**config.mk**
```make
export PLATFORM = sky130hd
export DESIGN_NAME = sjf_nonpreemptive_scheduler_core_flat
export DESIGN_NICKNAME = d
export VERILOG_FILES = /design/src/design/sjf_pkg.sv /design/src/design/sjf_if.sv /design/src/design/sjf_nonpreemptive_scheduler_core.sv /design/src/flat_wrapper.sv
export SDC_FILE = /design/constraint.sdc
export NUM_CORES = 1
export LEC_CHECK = 0
export BUFFER_PORTS_ARGS = -buffer_cell sky130_fd_sc_hd__buf_2
export CAP_MARGIN = 40
export CORE_MARGIN = 2
export CORE_UTILIZATION = 40
export DETAILED_ROUTE_END_ITERATION = 7
export MAX_ROUTING_LAYER = met4
export PLACE_DENSITY = 0.51
export SETUP_SLACK_MARGIN = 0.02
export SKIP_LAST_GASP = 1
export SLEW_MARGIN = 20
export SYNTH_ARGS = -nofsm -noshare
export SYNTH_HDL_FRONTEND = slang
export SYNTH_SLANG_ARGS = --single-unit
```
**constraint.sdc**
```tcl
create_clock -name clk_i -period 18.28 [get_ports clk_i]
set_clock_uncertainty 0.1 [all_clocks]
set_input_delay 1.828 -clock clk_i [delete_from_list [all_inputs] [get_ports clk_i]]
set_output_delay 1.828 -clock clk_i [all_outputs]
set_load 0.1 [all_outputs]
```
**src/design/sjf_pkg.sv**
```systemverilog
// Shared constants, types and ordering functions for the shortest-job-first scheduler.
// No dependencies; compiled first.
`default_nettype none

package sjf_pkg;

  localparam int unsigned MaxProcs = 16;
  localparam int unsigned IdxW     = (MaxProcs > 1) ? $clog2(MaxProcs) : 1;
  localparam int unsigned CntW     = $clog2(MaxProcs + 1);
  localparam int unsigned TickW    = 16;
  localparam int unsigned TimeW    = 21;
  localparam int unsigned JobIdW   = 6;

  typedef logic [TickW-1:0]  tick_t;
  typedef logic [TimeW-1:0]  time_t;
  typedef logic [IdxW-1:0]   idx_t;
  typedef logic [CntW-1:0]   cnt_t;
  typedef logic [JobIdW-1:0] job_id_t;

  typedef struct packed {
    idx_t  id;
    tick_t arrival;
    tick_t burst;
  } job_t;

  // Dispatch order: shorter burst, then earlier arrival, then lower id.
  function automatic logic runs_before(job_t a, job_t b);
    logic r;
    if (a.burst != b.burst) begin
      r = a.burst < b.burst;
    end else if (a.arrival != b.arrival) begin
      r = a.arrival < b.arrival;
    end else begin
      r = a.id < b.id;
    end
    return r;
  endfunction

  // Report order: earlier arrival, then shorter burst, then lower id.
  function automatic logic reports_before(job_t a, job_t b);
    logic r;
    if (a.arrival != b.arrival) begin
      r = a.arrival < b.arrival;
    end else if (a.burst != b.burst) begin
      r = a.burst < b.burst;
    end else begin
      r = a.id < b.id;
    end
    return r;
  endfunction

endpackage

`default_nettype wire

```
**src/design/sjf_if.sv**
```systemverilog
// Handshake channels of the scheduler: job words in, result words out.
// Depends on sjf_pkg for field widths.
`default_nettype none

interface sjf_job_if;
  import sjf_pkg::*;
  logic  valid;
  logic  ready;
  tick_t arrival;
  tick_t burst;
  logic  last_job;

  modport source (output valid, arrival, burst, last_job, input ready);
  modport sink   (input valid, arrival, burst, last_job, output ready);
endinterface

interface sjf_res_if;
  import sjf_pkg::*;
  logic    valid;
  logic    ready;
  job_id_t job_id;
  tick_t   job_arrival;
  tick_t   job_burst;
  time_t   finish_time;
  time_t   turnaround;
  time_t   waiting;
  logic    last_result;

  modport source (output valid, job_id, job_arrival, job_burst, finish_time, turnaround,
                  waiting, last_result, input ready);
  modport sink   (input valid, job_id, job_arrival, job_burst, finish_time, turnaround,
                  waiting, last_result, output ready);
endinterface

`default_nettype wire

```
**src/design/sjf_nonpreemptive_scheduler_core.sv**
```systemverilog
// Non-preemptive shortest-job-first scheduler: job table, scan sequencer, result register.
// Depends on sjf_pkg and the channel interfaces in sjf_if.sv.
//
//   channel  dir  word                                   accepted when
//   job_i    in   arrival, burst, last_job               valid & ready
//   res_o    out  id, arrival, burst, finish, tat, wait  valid & ready
//
// Loading accepts one job word per cycle; ready is high only while loading.
// After the word marked last_job, each of the n jobs costs one scan of the n table entries
// (S_SSCAN) and a dispatch (S_COMMIT); then each result costs a scan (S_RSCAN), a step
// that registers it (S_RPICK) and a wait on the output (S_SEND) until it is taken.
// The single compare unit reads one table entry a cycle during these scans.
// Reset (asynchronous, active low) empties the table; a stalled result simply holds.
`default_nettype none

module sjf_nonpreemptive_scheduler_core (
  input  logic       clk_i,
  input  logic       rst_ni,
  sjf_job_if.sink    job_i,
  sjf_res_if.source  res_o
);
  import sjf_pkg::*;

  typedef enum logic [5:0] {
    S_LOAD   = 6'b000001,
    S_SSCAN  = 6'b000010,
    S_COMMIT = 6'b000100,
    S_RSCAN  = 6'b001000,
    S_RPICK  = 6'b010000,
    S_SEND   = 6'b100000
  } state_e;

  state_e state_q, state_d;
  cnt_t   cnt_q, cnt_d;
  cnt_t   left_q, left_d;
  idx_t   idx_q, idx_d;
  time_t  clk_q, clk_d;
  logic   have_a_q, have_a_d;
  logic   have_p_q, have_p_d;
  logic [MaxProcs-1:0] done_q, done_d;

  tick_t arrival_q [MaxProcs];
  tick_t burst_q   [MaxProcs];
  time_t finish_q  [MaxProcs];

  job_t best_a_q, best_p_q;

  job_id_t res_id_q;
  tick_t   res_arr_q, res_bur_q;
  time_t   res_fin_q, res_tat_q, res_wt_q;
  logic    res_last_q;

  logic  acc_in, acc_out, not_full, scan_end, eligible, arrived, take_a, take_p;
  job_t  cur, pick;
  time_t start, fin, rep_fin, rep_tat;
  cnt_t  cnt_after;

  assign acc_in  = job_i.valid && job_i.ready;
  assign acc_out = res_o.valid && res_o.ready;

  assign not_full  = cnt_q != CntW'(MaxProcs);
  assign cnt_after = not_full ? cnt_q + CntW'(1) : cnt_q;

  // Shared compare unit: one table entry against the running bests each cycle.
  assign cur      = '{id: idx_q, arrival: arrival_q[idx_q], burst: burst_q[idx_q]};
  assign eligible = (state_q == S_RSCAN) ? done_q[idx_q] : !done_q[idx_q];
  assign arrived  = TimeW'(cur.arrival) <= clk_q;
  assign take_a   = (state_q == S_SSCAN) && eligible && arrived &&
                    (!have_a_q || runs_before(cur, best_a_q));
  assign take_p   = eligible && (!have_p_q || reports_before(cur, best_p_q));
  assign scan_end = CntW'(idx_q) == cnt_q - CntW'(1);

  // No job has arrived: jump the clock to the earliest pending arrival.
  assign pick  = have_a_q ? best_a_q : best_p_q;
  assign start = have_a_q ? clk_q : TimeW'(best_p_q.arrival);
  assign fin   = start + TimeW'(pick.burst);

  assign rep_fin = finish_q[best_p_q.id];
  assign rep_tat = rep_fin - TimeW'(best_p_q.arrival);

  always_comb begin
    state_d  = state_q;
    cnt_d    = cnt_q;
    left_d   = left_q;
    idx_d    = idx_q;
    clk_d    = clk_q;
    have_a_d = have_a_q;
    have_p_d = have_p_q;
    done_d   = done_q;
    unique case (state_q)
      S_LOAD: begin
        if (acc_in) begin
          if (not_full) begin
            done_d[cnt_q[IdxW-1:0]] = 1'b0;
          end
          cnt_d = cnt_after;
          if (job_i.last_job) begin
            state_d  = S_SSCAN;
            left_d   = cnt_after;
            idx_d    = '0;
            clk_d    = '0;
            have_a_d = 1'b0;
            have_p_d = 1'b0;
          end
        end
      end
      S_SSCAN, S_RSCAN: begin
        if (take_a) have_a_d = 1'b1;
        if (take_p) have_p_d = 1'b1;
        idx_d = idx_q + IdxW'(1);
        if (scan_end) begin
          state_d = (state_q == S_SSCAN) ? S_COMMIT : S_RPICK;
        end
      end
      S_COMMIT: begin
        done_d[pick.id] = 1'b1;
        clk_d    = fin;
        idx_d    = '0;
        have_a_d = 1'b0;
        have_p_d = 1'b0;
        if (left_q == CntW'(1)) begin
          state_d = S_RSCAN;
          left_d  = cnt_q;
        end else begin
          state_d = S_SSCAN;
          left_d  = left_q - CntW'(1);
        end
      end
      S_RPICK: begin
        // reported jobs drop their done mark, which leaves the table clear at the end
        done_d[best_p_q.id] = 1'b0;
        left_d  = left_q - CntW'(1);
        state_d = S_SEND;
      end
      S_SEND: begin
        if (acc_out) begin
          idx_d    = '0;
          have_p_d = 1'b0;
          if (res_last_q) begin
            state_d = S_LOAD;
            cnt_d   = '0;
          end else begin
            state_d = S_RSCAN;
          end
        end
      end
      default: state_d = S_LOAD;
    endcase
  end

  always_ff @(posedge clk_i or negedge rst_ni) begin
    if (!rst_ni) begin
      state_q  <= S_LOAD;
      cnt_q    <= '0;
      left_q   <= '0;
      idx_q    <= '0;
      clk_q    <= '0;
      have_a_q <= 1'b0;
      have_p_q <= 1'b0;
      done_q   <= '0;
    end else begin
      state_q  <= state_d;
      cnt_q    <= cnt_d;
      left_q   <= left_d;
      idx_q    <= idx_d;
      clk_q    <= clk_d;
      have_a_q <= have_a_d;
      have_p_q <= have_p_d;
      done_q   <= done_d;
    end
  end

  // Table and payload registers: no reset.
  always_ff @(posedge clk_i) begin
    if (state_q == S_LOAD && acc_in && not_full) begin
      arrival_q[cnt_q[IdxW-1:0]] <= job_i.arrival;
      burst_q[cnt_q[IdxW-1:0]]   <= job_i.burst;
    end
    if (state_q == S_COMMIT) begin
      finish_q[pick.id] <= fin;
    end
    if (take_a) best_a_q <= cur;
    if (take_p) best_p_q <= cur;
    if (state_q == S_RPICK) begin
      res_id_q   <= JobIdW'(best_p_q.id);
      res_arr_q  <= best_p_q.arrival;
      res_bur_q  <= best_p_q.burst;
      res_fin_q  <= rep_fin;
      res_tat_q  <= rep_tat;
      res_wt_q   <= rep_tat - TimeW'(best_p_q.burst);
      res_last_q <= left_q == CntW'(1);
    end
  end

  assign job_i.ready       = state_q == S_LOAD;
  assign res_o.valid       = state_q == S_SEND;
  assign res_o.job_id      = res_id_q;
  assign res_o.job_arrival = res_arr_q;
  assign res_o.job_burst   = res_bur_q;
  assign res_o.finish_time = res_fin_q;
  assign res_o.turnaround  = res_tat_q;
  assign res_o.waiting     = res_wt_q;
  assign res_o.last_result = res_last_q;

  // Loading and reporting never overlap.
  a_no_overlap: assert property (@(posedge clk_i) disable iff (!rst_ni)
    !(job_i.ready && res_o.valid))
    else $error("job and result channels active together");

  // Every dispatch has a candidate job.
  a_commit_pick: assert property (@(posedge clk_i) disable iff (!rst_ni)
    state_q == S_COMMIT |-> (have_a_q || have_p_q))
    else $error("dispatch without a candidate");

  // The final result leaves an empty table.
  a_run_clear: assert property (@(posedge clk_i) disable iff (!rst_ni)
    (acc_out && res_o.last_result) |=> (cnt_q == '0 && done_q == '0))
    else $error("table not clear after run");

  // Waiting plus burst gives turnaround.
  a_times: assert property (@(posedge clk_i) disable iff (!rst_ni)
    res_o.valid |-> (time_t'(res_o.waiting + TimeW'(res_o.job_burst)) == res_o.turnaround))
    else $error("inconsistent result times");

endmodule

`default_nettype wire

```
**src/flat_wrapper.sv**
```systemverilog
// flat-port wrapper written by rule: the top's interface ports become plain ports
module sjf_nonpreemptive_scheduler_core_flat import sjf_pkg::*;
  (clk_i, rst_ni, job_i_valid, job_i_arrival, job_i_burst, job_i_last_job, job_i_ready, res_o_valid, res_o_job_id, res_o_job_arrival, res_o_job_burst, res_o_finish_time, res_o_turnaround, res_o_waiting, res_o_last_result, res_o_ready);
  sjf_job_if job_i_i ();
  sjf_res_if res_o_i ();
  input  logic clk_i;
  input  logic rst_ni;
  input wire logic [$bits(job_i_i.valid)-1:0] job_i_valid;
  input wire logic [$bits(job_i_i.arrival)-1:0] job_i_arrival;
  input wire logic [$bits(job_i_i.burst)-1:0] job_i_burst;
  input wire logic [$bits(job_i_i.last_job)-1:0] job_i_last_job;
  output wire logic [$bits(job_i_i.ready)-1:0] job_i_ready;
  output wire logic [$bits(res_o_i.valid)-1:0] res_o_valid;
  output wire logic [$bits(res_o_i.job_id)-1:0] res_o_job_id;
  output wire logic [$bits(res_o_i.job_arrival)-1:0] res_o_job_arrival;
  output wire logic [$bits(res_o_i.job_burst)-1:0] res_o_job_burst;
  output wire logic [$bits(res_o_i.finish_time)-1:0] res_o_finish_time;
  output wire logic [$bits(res_o_i.turnaround)-1:0] res_o_turnaround;
  output wire logic [$bits(res_o_i.waiting)-1:0] res_o_waiting;
  output wire logic [$bits(res_o_i.last_result)-1:0] res_o_last_result;
  input wire logic [$bits(res_o_i.ready)-1:0] res_o_ready;
  assign job_i_i.valid = job_i_valid;
  assign job_i_i.arrival = job_i_arrival;
  assign job_i_i.burst = job_i_burst;
  assign job_i_i.last_job = job_i_last_job;
  assign job_i_ready = job_i_i.ready;
  assign res_o_valid = res_o_i.valid;
  assign res_o_job_id = res_o_i.job_id;
  assign res_o_job_arrival = res_o_i.job_arrival;
  assign res_o_job_burst = res_o_i.job_burst;
  assign res_o_finish_time = res_o_i.finish_time;
  assign res_o_turnaround = res_o_i.turnaround;
  assign res_o_waiting = res_o_i.waiting;
  assign res_o_last_result = res_o_i.last_result;
  assign res_o_i.ready = res_o_ready;
  sjf_nonpreemptive_scheduler_core u_core (.clk_i(clk_i), .rst_ni(rst_ni), .job_i(job_i_i), .res_o(res_o_i));
endmodule
```
==> impl_metrics.yaml, run 1 <==
synthesis:
  syn_area_per_cell_sq_um: 18.61
  synthCells: 2427
  synth.top_cell.area_share_pct: 67.82
  seq_area_frac_synth_pct: 71.27
  ys_ff_latch: 1083
  synthTopCellsByCount: "edfxtp_1 (1020), mux4_2 (268), ha_1 (142), inv_1 (110), nand2_1 (103)"
  synth_edf_count: 1020
  synth-main-ff-cell: "edfxtp_1"
  synth_warnings: 0
  async_reset_ff_share_pct: 5.448
  syn_area_sq_um: 45160
  yosysMostFrequentCell: "edfxtp_1"
  synth_area_leader_cell: "edfxtp_1"
  synth_area_leaders: "edfxtp_1 (68%), mux4_2 (13%), ha_1 (3.9%)"
  synth_cell_types: 78
setup_path:
  cp_max_fo: 52
  critPathCaptureType: "flip-flop"
  critPathKind: "flip-flop to flip-flop"
  cp-start-kind: "flip-flop"
  cpPeakStageDelay_ns: 0.73
  crit_required_ns: 18.63
  worstPathArrival_ns: 6.92
  crit_chain: "buf_4 > mux4_2 > mux4_2 > ha_1 > a211o_1 > or2_1 > nor2_1 > nor2_1 > a21o_1 > a21oi_1 > xnor2_1 > ha_1 > nand4_1 > a211oi_1 > o21ai_1 > a2111o_1 > a21boi_0 > o21a_1 > nor3_1 > nand3_1 > xnor2_1"
  slowest_stage: "buf_4"
clock_network:
  cts_buffers: 114
  clockBufferDepth: 3
  post_cts_resized: 0
  post_cts_buffers: 0
  clkLatencyLatePin_ns: 0.71
  path_clk_slew_ns: 0.06
  cts_tree: "built"
  cts_root_buf: "clkbuf_16"
  postCtsHoldBufs: 0
  htreeDepth: 3
  cts_sinks: 1083
detailed_routing:
  wire_per_inst_microns: 28.12
  viasPerCell: 5.582
  drt_pre_antenna_iters: 5
  via_count: 23840
  wl_microns: 120100
  drc: 0
  first_iter_violations: 2126
  ant_nets: 0
grt:
  grt-ovfl-total: 0
  grt_pass1_wl_microns: 174200
  grt_pass1_vias: 24640
  antenna_found_initial: 13
  grtUsageTotal_pct: 21.50
  grt_max_degree: 60
job:
  cap_viol_max_count: 0
floorplan:
  start_util_pct: 40.26
  coreArea_sq_um: 112200
  die-area_sq_um: 115600
  rows: 123
  die_x_microns: 340.0
  die_y_microns: 340.0
  ios: 141
sta:
  finalSetupViolations: 0
  max-slew-margin-rel_pct: 41.87
  drv_slew: 0
  fin_setup_tns_ns: 0
  hold_violations: 0
  fin_crit_ns: 6.565
  worst_slew_pin_slew_ns: 0.8712
  max_freq_ghz: 0.1523
  min_period_over_period_pct: 35.91
  rsz0062_at_grt: "false"
layout:
  final-seq-area_sq_um: 32210
  n_fill_cell: 9544
  finalNonFillerCells: 4271
  areaGrowthSynthToFinish_pct: 14.89
  drive_gt1_share_pct: 25.48
  multi_input_area_sq_um: 12310
  final_nets: 2855
placed_design:
  dp.cells: 4052
  io_buffers: 138
  place_congestion: 0.8617
  detailed_place_hpwl_microns: 74240
power_and_ir_drop:
  vdd_ir_drop_max_uv: 126.8
  p_sw_mw: 3.692
  power_density_nw_per_um2: 196.1
  combPwrFrac_pct: 41.4
  p_sw_share_pct: 36.28
  leakage_nw: 17.51
  clock_power_share_pct: 22.0
  seqPwrFrac_pct: 36.6
  power.internal_mw: 6.484
hold_path:
  min_path_type: "flip-flop to flip-flop"
outcome:
  status: "finished clean"
==> final cells by class <==
| cell class | instances | share of cell area (%) |
|---|---|---|
| Tap cell | 1500 | 3.617 |
| Inverter | 114 | 0.8295 |
| Clock inverter | 63 | 1.063 |
| Antenna cell | 4 | 0.01929 |
| Multi-Input combinational cell | 1147 | 23.73 |
| Timing Repair Buffer | 213 | 2.783 |
| Clock buffer | 147 | 5.893 |
| Sequential cell | 1083 | 62.07 |
==> state kept, by name, indices dropped and copies added (netlist names), 4 cells and up, named ones only <==
signal / cells
u_core.finish_q: 336
u_core.arrival_q: 256
u_core.burst_q: 256
u_core.best_a_q: 36
u_core.best_p_q: 36
u_core.clk_q: 21
u_core.res_o.finish_time: 21
u_core.res_o.turnaround: 21
u_core.res_o.waiting: 21
u_core.done_q: 16
u_core.res_o.job_arrival: 16
u_core.res_o.job_burst: 16
u_core.state_q: 6
u_core.cnt_q: 5
u_core.left_q: 5
u_core.idx_q: 4
u_core.res_o.job_id: 4
==> cell families (layout without fill, tap and decap cells) <==
kind of cell / count (synthesis) / after routing / synth area share [%]
flops: 1083 / 1083 / 71.27
simple gates: 347 / 347 / 3.757
compound gates: 314 / 314 / 4.374
mux: 277 / 277 / 13.59
buf+inv: 198 / 537 / 1.720
fa+ha+maj: 145 / 145 / 4.067
xor+xnor: 62 / 62 / 1.219
other cells: 1 / 6 / 0.008303
==> power by group through the flow <==
stage          Clock, mW  Sequential [mW]  Combinational, mW
2_1_floorplan          0             3.68               2.82
3_5_place_dp           0             3.78               4.22
3_3_place_gp           0             3.80               4.06
5_1_grt             2.39             3.75               4.62
6_report            2.24             3.73               4.21
4_1_cts             2.29             3.73               4.24
==> cell usage in the layout (no fill, tap or decap), types with 11 or more instances in the layout <==
cell type / count
nor2_2: 16
buf_4: 60
clkinv_1: 23
xor2_1: 19
a21o_1: 31
edfxtp_1: 1020
a211oi_1: 14
inv_1: 109
and2_2: 12
nand2_1: 103
clkbuf_1: 26
nand3_1: 21
ha_1: 142
buf_2: 138
a21oi_1: 68
clkinv_2: 21
o21a_1: 17
nor2b_1: 21
nor2_1: 76
o21ai_0: 71
and3_1: 11
o21ai_1: 31
nand2b_1: 15
nand4_1: 15
nor3_1: 21
xnor2_1: 37
clkbuf_16: 115
dfrtp_1: 53
mux4_2: 268
==> worst paths after layout <==
path / start / end / slack [ns] / cells past startpoint
max in group asynchronous: rst_ni / u_core.have_a_q$_DFFE_PN0P_ / 16.56 / 3
max reg2reg: flip-flop / u_core.res_o.waiting[19]$_DFFE_PP_ / 11.72 / 21
min in group asynchronous: rst_ni / u_core.left_q[0]$_DFFE_PN0P_ / 0.96 / 2
min reg2reg: u_core.best_p_q[18]$_DFFE_PP_ / u_core.res_o.job_arrival[2]$_DFFE_PP_ / 0.36 / 0
min: u_core.best_p_q[18]$_DFFE_PP_ / u_core.res_o.job_arrival[2]$_DFFE_PP_ / 0.36 / 0
max: flip-flop / u_core.res_o.waiting[19]$_DFFE_PP_ / 11.72 / 21
==> critical path: cells and delay by family (launching register included) <==
kind | cells | cell delay, ns
flops | 1 | 0.67
fa+ha+maj | 2 | 0.83
mux | 2 | 0.99
simple gates | 6 | 0.78
xor+xnor | 2 | 0.19
compound gates | 8 | 1.92
buf+inv | 1 | 0.73
==> metrics by stage <==
stage	setup slack (ns)	total power [mW]	cell area, sq um	utilization [%]	hold WS [ns]
floorplan	12.32	6.498	45170	-	0.3244
global placement	11.71	7.857	47940	42.73	0.3545
detailed placement	11.70	8.001	48170	42.94	0.3425
CTS	11.69	10.26	51780	46.16	0.3583
global route	11.37	10.76	51890	46.25	0.3633
finish	11.72	10.18	51890	46.25	0.3564
==> metal layers <==
| metal | global-route usage, % | part of all wire, % | up-vias |
|---|---|---|---|
| met1 | 29.13 | 44 | 12720 |
| met2 | 34.67 | 49 | 699 |
| li1 | - | - | 10270 |
| met5 | - | 0 | - |
| met3 | 3.033 | 4.9 | 159 |
| met4 | 4.941 | 2.1 | 0 |
Power figures use the tool's default switching activity.
==> run 2, diff against run 1 <==
--- a/config.mk
+++ b/config.mk
@@ -5,13 +5,14 @@
 export SDC_FILE = /design/constraint.sdc
 export NUM_CORES = 1
 export LEC_CHECK = 0
+export ABC_AREA = 1
 export BUFFER_PORTS_ARGS = -buffer_cell sky130_fd_sc_hd__buf_2
 export CAP_MARGIN = 40
 export CORE_MARGIN = 2
 export CORE_UTILIZATION = 40
 export DETAILED_ROUTE_END_ITERATION = 7
 export MAX_ROUTING_LAYER = met4
-export PLACE_DENSITY = 0.51
+export PLACE_DENSITY = 0.53
 export SETUP_SLACK_MARGIN = 0.02
 export SKIP_LAST_GASP = 1
 export SLEW_MARGIN = 20
==> constraint.sdc (replaced) <==
create_clock -name clk_i -period 5.7 [get_ports clk_i]
set_clock_uncertainty 0.1 [all_clocks]
set_input_delay 0.57 -clock clk_i [delete_from_list [all_inputs] [get_ports clk_i]]
set_output_delay 0.57 -clock clk_i [all_outputs]
set_load 0.1 [all_outputs]
==> run 2 against run 1 <==
Fmax grew 30%. Count of clock-buffer cells in the layout shrank 14. Critical path type unchanged. Power grew to 3.6 times the previous value. Register-to-register slack lost 11 ns. Non-clock buffer count grew 33.
==> impl_metrics.yaml, run 2 <==
outcome:
  status: "finished clean"
setup_path:
  reg2reg_to: "u_core.res_o.waiting[18]$_DFFE_PP_"
  critPathKind: "flip-flop to flip-flop"
  worstPathArrival_ns: 5.42
  reg2reg_depth: 21
  cp_max_fo: 114
  crit_required_ns: 6.05
  ff2ff_setup_slack_ns: 0.64
  critPathCaptureType: "flip-flop"
  cp-endpoint: "u_core.res_o.waiting[18]$_DFFE_PP_"
  cp-start-kind: "flip-flop"
layout:
  largest_register_ff_count: 336
  final_nets: 4146
  areaGrowthSynthToFinish_pct: 14.45
  layout_commonest_cell: "edfxtp_1"
  regMostFlops: "u_core.finish_q"
  utilization_pct: 46.04
  final_cell_mix: "edfxtp_1 (1020), o21ai_0 (528), nor2_1 (487), nand2_1 (370), inv_1 (226)"
  postLayoutCellArea_sq_um: 53350
  drive_gt1_share_pct: 12.47
  finalNonFillerCells: 5589
synthesis:
  synthTopCellsByCount: "edfxtp_1 (1020), o21ai_0 (528), nor2_1 (519), nand2_1 (370), inv_1 (228)"
  yosysMostFrequentCell: "edfxtp_1"
  syn_area_sq_um: 46620
  synth_area_leader_cell: "edfxtp_1"
  synth.top_cell.area_share_pct: 65.70
  synth_warnings: 0
  synth_edf_count: 1020
  async_reset_ff_share_pct: 5.448
  synth_cell_types: 61
  synthCells: 3800
  synth-main-ff-cell: "edfxtp_1"
  seq_area_frac_synth_pct: 69.05
  synth_area_leaders: "edfxtp_1 (66%), o21ai_0 (5.7%), nor2_1 (4.2%)"
  syn_area_per_cell_sq_um: 12.27
  ys_ff_latch: 1083
detailed_routing:
  drc: 0
  ant_nets: 0
  first_iter_violations: 2708
  wire_per_inst_microns: 23.92
  via_count: 30760
  drt_pre_antenna_iters: 6
  viasPerCell: 5.503
  wl_microns: 133700
job:
  cap_viol_max_count: 0
grt:
  antenna_found_initial: 10
  grt_pass1_wl_microns: 197100
  grtUsageTotal_pct: 22.78
  grt_pass1_vias: 29270
  grt_max_degree: 180
  grt-ovfl-total: 0
clock_network:
  path_clk_slew_ns: 0.06
  cts_tree: "built"
  clockBufferDepth: 3
  clkLatencyLatePin_ns: 0.71
  cts_sinks: 1083
  post_cts_resized: 0
  post_cts_buffers: 0
  cts_root_buf: "clkbuf_16"
  postCtsHoldBufs: 1
  htreeDepth: 3
  cts_buffers: 114
sta:
  drv_slew: 0
  hold_violations: 0
  finalSetupViolations: 0
  max_freq_ghz: 0.1975
  fin_crit_ns: 5.065
  worst_slew_pin_slew_ns: 0.9960
  rsz0062_at_grt: "false"
  min_period_over_period_pct: 88.85
  fin_setup_tns_ns: 0
  max-slew-margin-rel_pct: 33.60
placed_design:
  place_area_sq_um: 49620
  detailed_place_hpwl_microns: 81390
  dp.cells: 5370
  place_congestion: 0.8631
  io_buffers: 138
floorplan:
  start_util_pct: 40.22
  die_x_microns: 345.4
  ios: 141
  die_y_microns: 345.4
  rows: 125
  coreArea_sq_um: 115900
  die-area_sq_um: 119300
hold_path:
  hold_depth: 4
  min_path_type: "primary input to flip-flop"
power_and_ir_drop:
  leakage_nw: 18.93
  power_density_nw_per_um2: 682.7
  vdd_ir_drop_max_uv: 476.7
## run 2: report_power, final
group / internal (mW) / leakage (nW) / total (mW) / switching, mW
sequential: 11.7 / 10.0 / 12.1 / 0.401
combinational: 5.23 / 7.14 / 17.0 / 11.8
clock: 4.13 / 1.78 / 7.32 / 3.18
total: 21.1 / 18.9 / 36.4 / 15.3
## run 2: worst max-delay path: stages (launching register included)
cell	delay, ns
dfxtp_4	0.46
buf_12	0.41
o21ai_0	0.19
o221ai_1	0.22
o211ai_1	0.12
nand2_1	0.28
fa_1	0.28
nand3_1	0.09
nand2_1	0.14
a21oi_1	0.14
o31ai_1	0.36
nand4_1	0.14
o211ai_1	0.13
xor2_1	0.23
ha_1	0.31
nand2_1	0.11
a21oi_1	0.05
a211oi_1	0.15
o21ai_0	0.12
a31oi_1	0.40
nand2_1	0.14
xor2_1	0.16
## run 2: metrics by stage
step | hold WS, ns | total power [mW] | setup slack [ns]
after floorplan | 0.1744 | 23.09 | 1.259
after global placement | 0.3381 | 29.17 | 0.7521
after detailed placement | 0.3422 | 29.35 | 0.6578
after CTS | 0.04892 | 36.71 | 0.6290
after global routing | 0.1102 | 38.93 | 0.08026
final | 0.1001 | 36.42 | 0.6355
## run 2: layer usage
metal | vias up | wire length, microns | global-route usage, %
met4 | 0 | 2843 | 5.514
met3 | 200 | 7353 | 2.964
met1 | 15320 | 59120 | 30.83
met2 | 975 | 64350 | 36.62
met5 | - | 0 | -
li1 | 14260 | - | -
## run 2: worst min path at each step
stage	start	end	slack, ns
after floorplan	rst_ni	u_core.clk_q[0]$_DFFE_PN0P_	0.17
after global placement	u_core.best_p_q[29]$_DFFE_PP_	u_core.res_o.job_arrival[13]$_DFFE_PP_	0.34
after detailed placement	u_core.best_p_q[4]$_DFFE_PP_	u_core.res_o.job_burst[4]$_DFFE_PP_	0.34
after CTS	job_i_valid	u_core.state_q[0]$_DFFE_PN1P_	0.05
after global routing	job_i_arrival[1]	u_core.arrival_q[12][1]$_DFFE_PP_	0.11
final	job_i_valid	u_core.state_q[0]$_DFFE_PN1P_	0.10
## run 2: kinds of logic after synthesis
| group | synth area share (%) |
|---|---|
| adders and majority gates | 3.940 |
| buffers and inverters | 3.800 |
| DFF | 69.05 |
| xor gates and xnor gates | 1.087 |
| other | 0.008044 |
| and+or+nand+nor | 10.01 |
| AOI/OAI and AO/OA | 12.11 |
## run 2: cell type report
class | count | area, sq um
Fill cell | 10490 | 62540
Clock buffer | 133 | 2954
Inverter | 240 | 909.6
Multi-Input combinational cell | 2279 | 12850
Tap cell | 1524 | 1907
Clock inverter | 77 | 721.9
Timing Repair Buffer | 246 | 1783
Sequential cell | 1083 | 32210
Antenna cell | 7 | 17.52
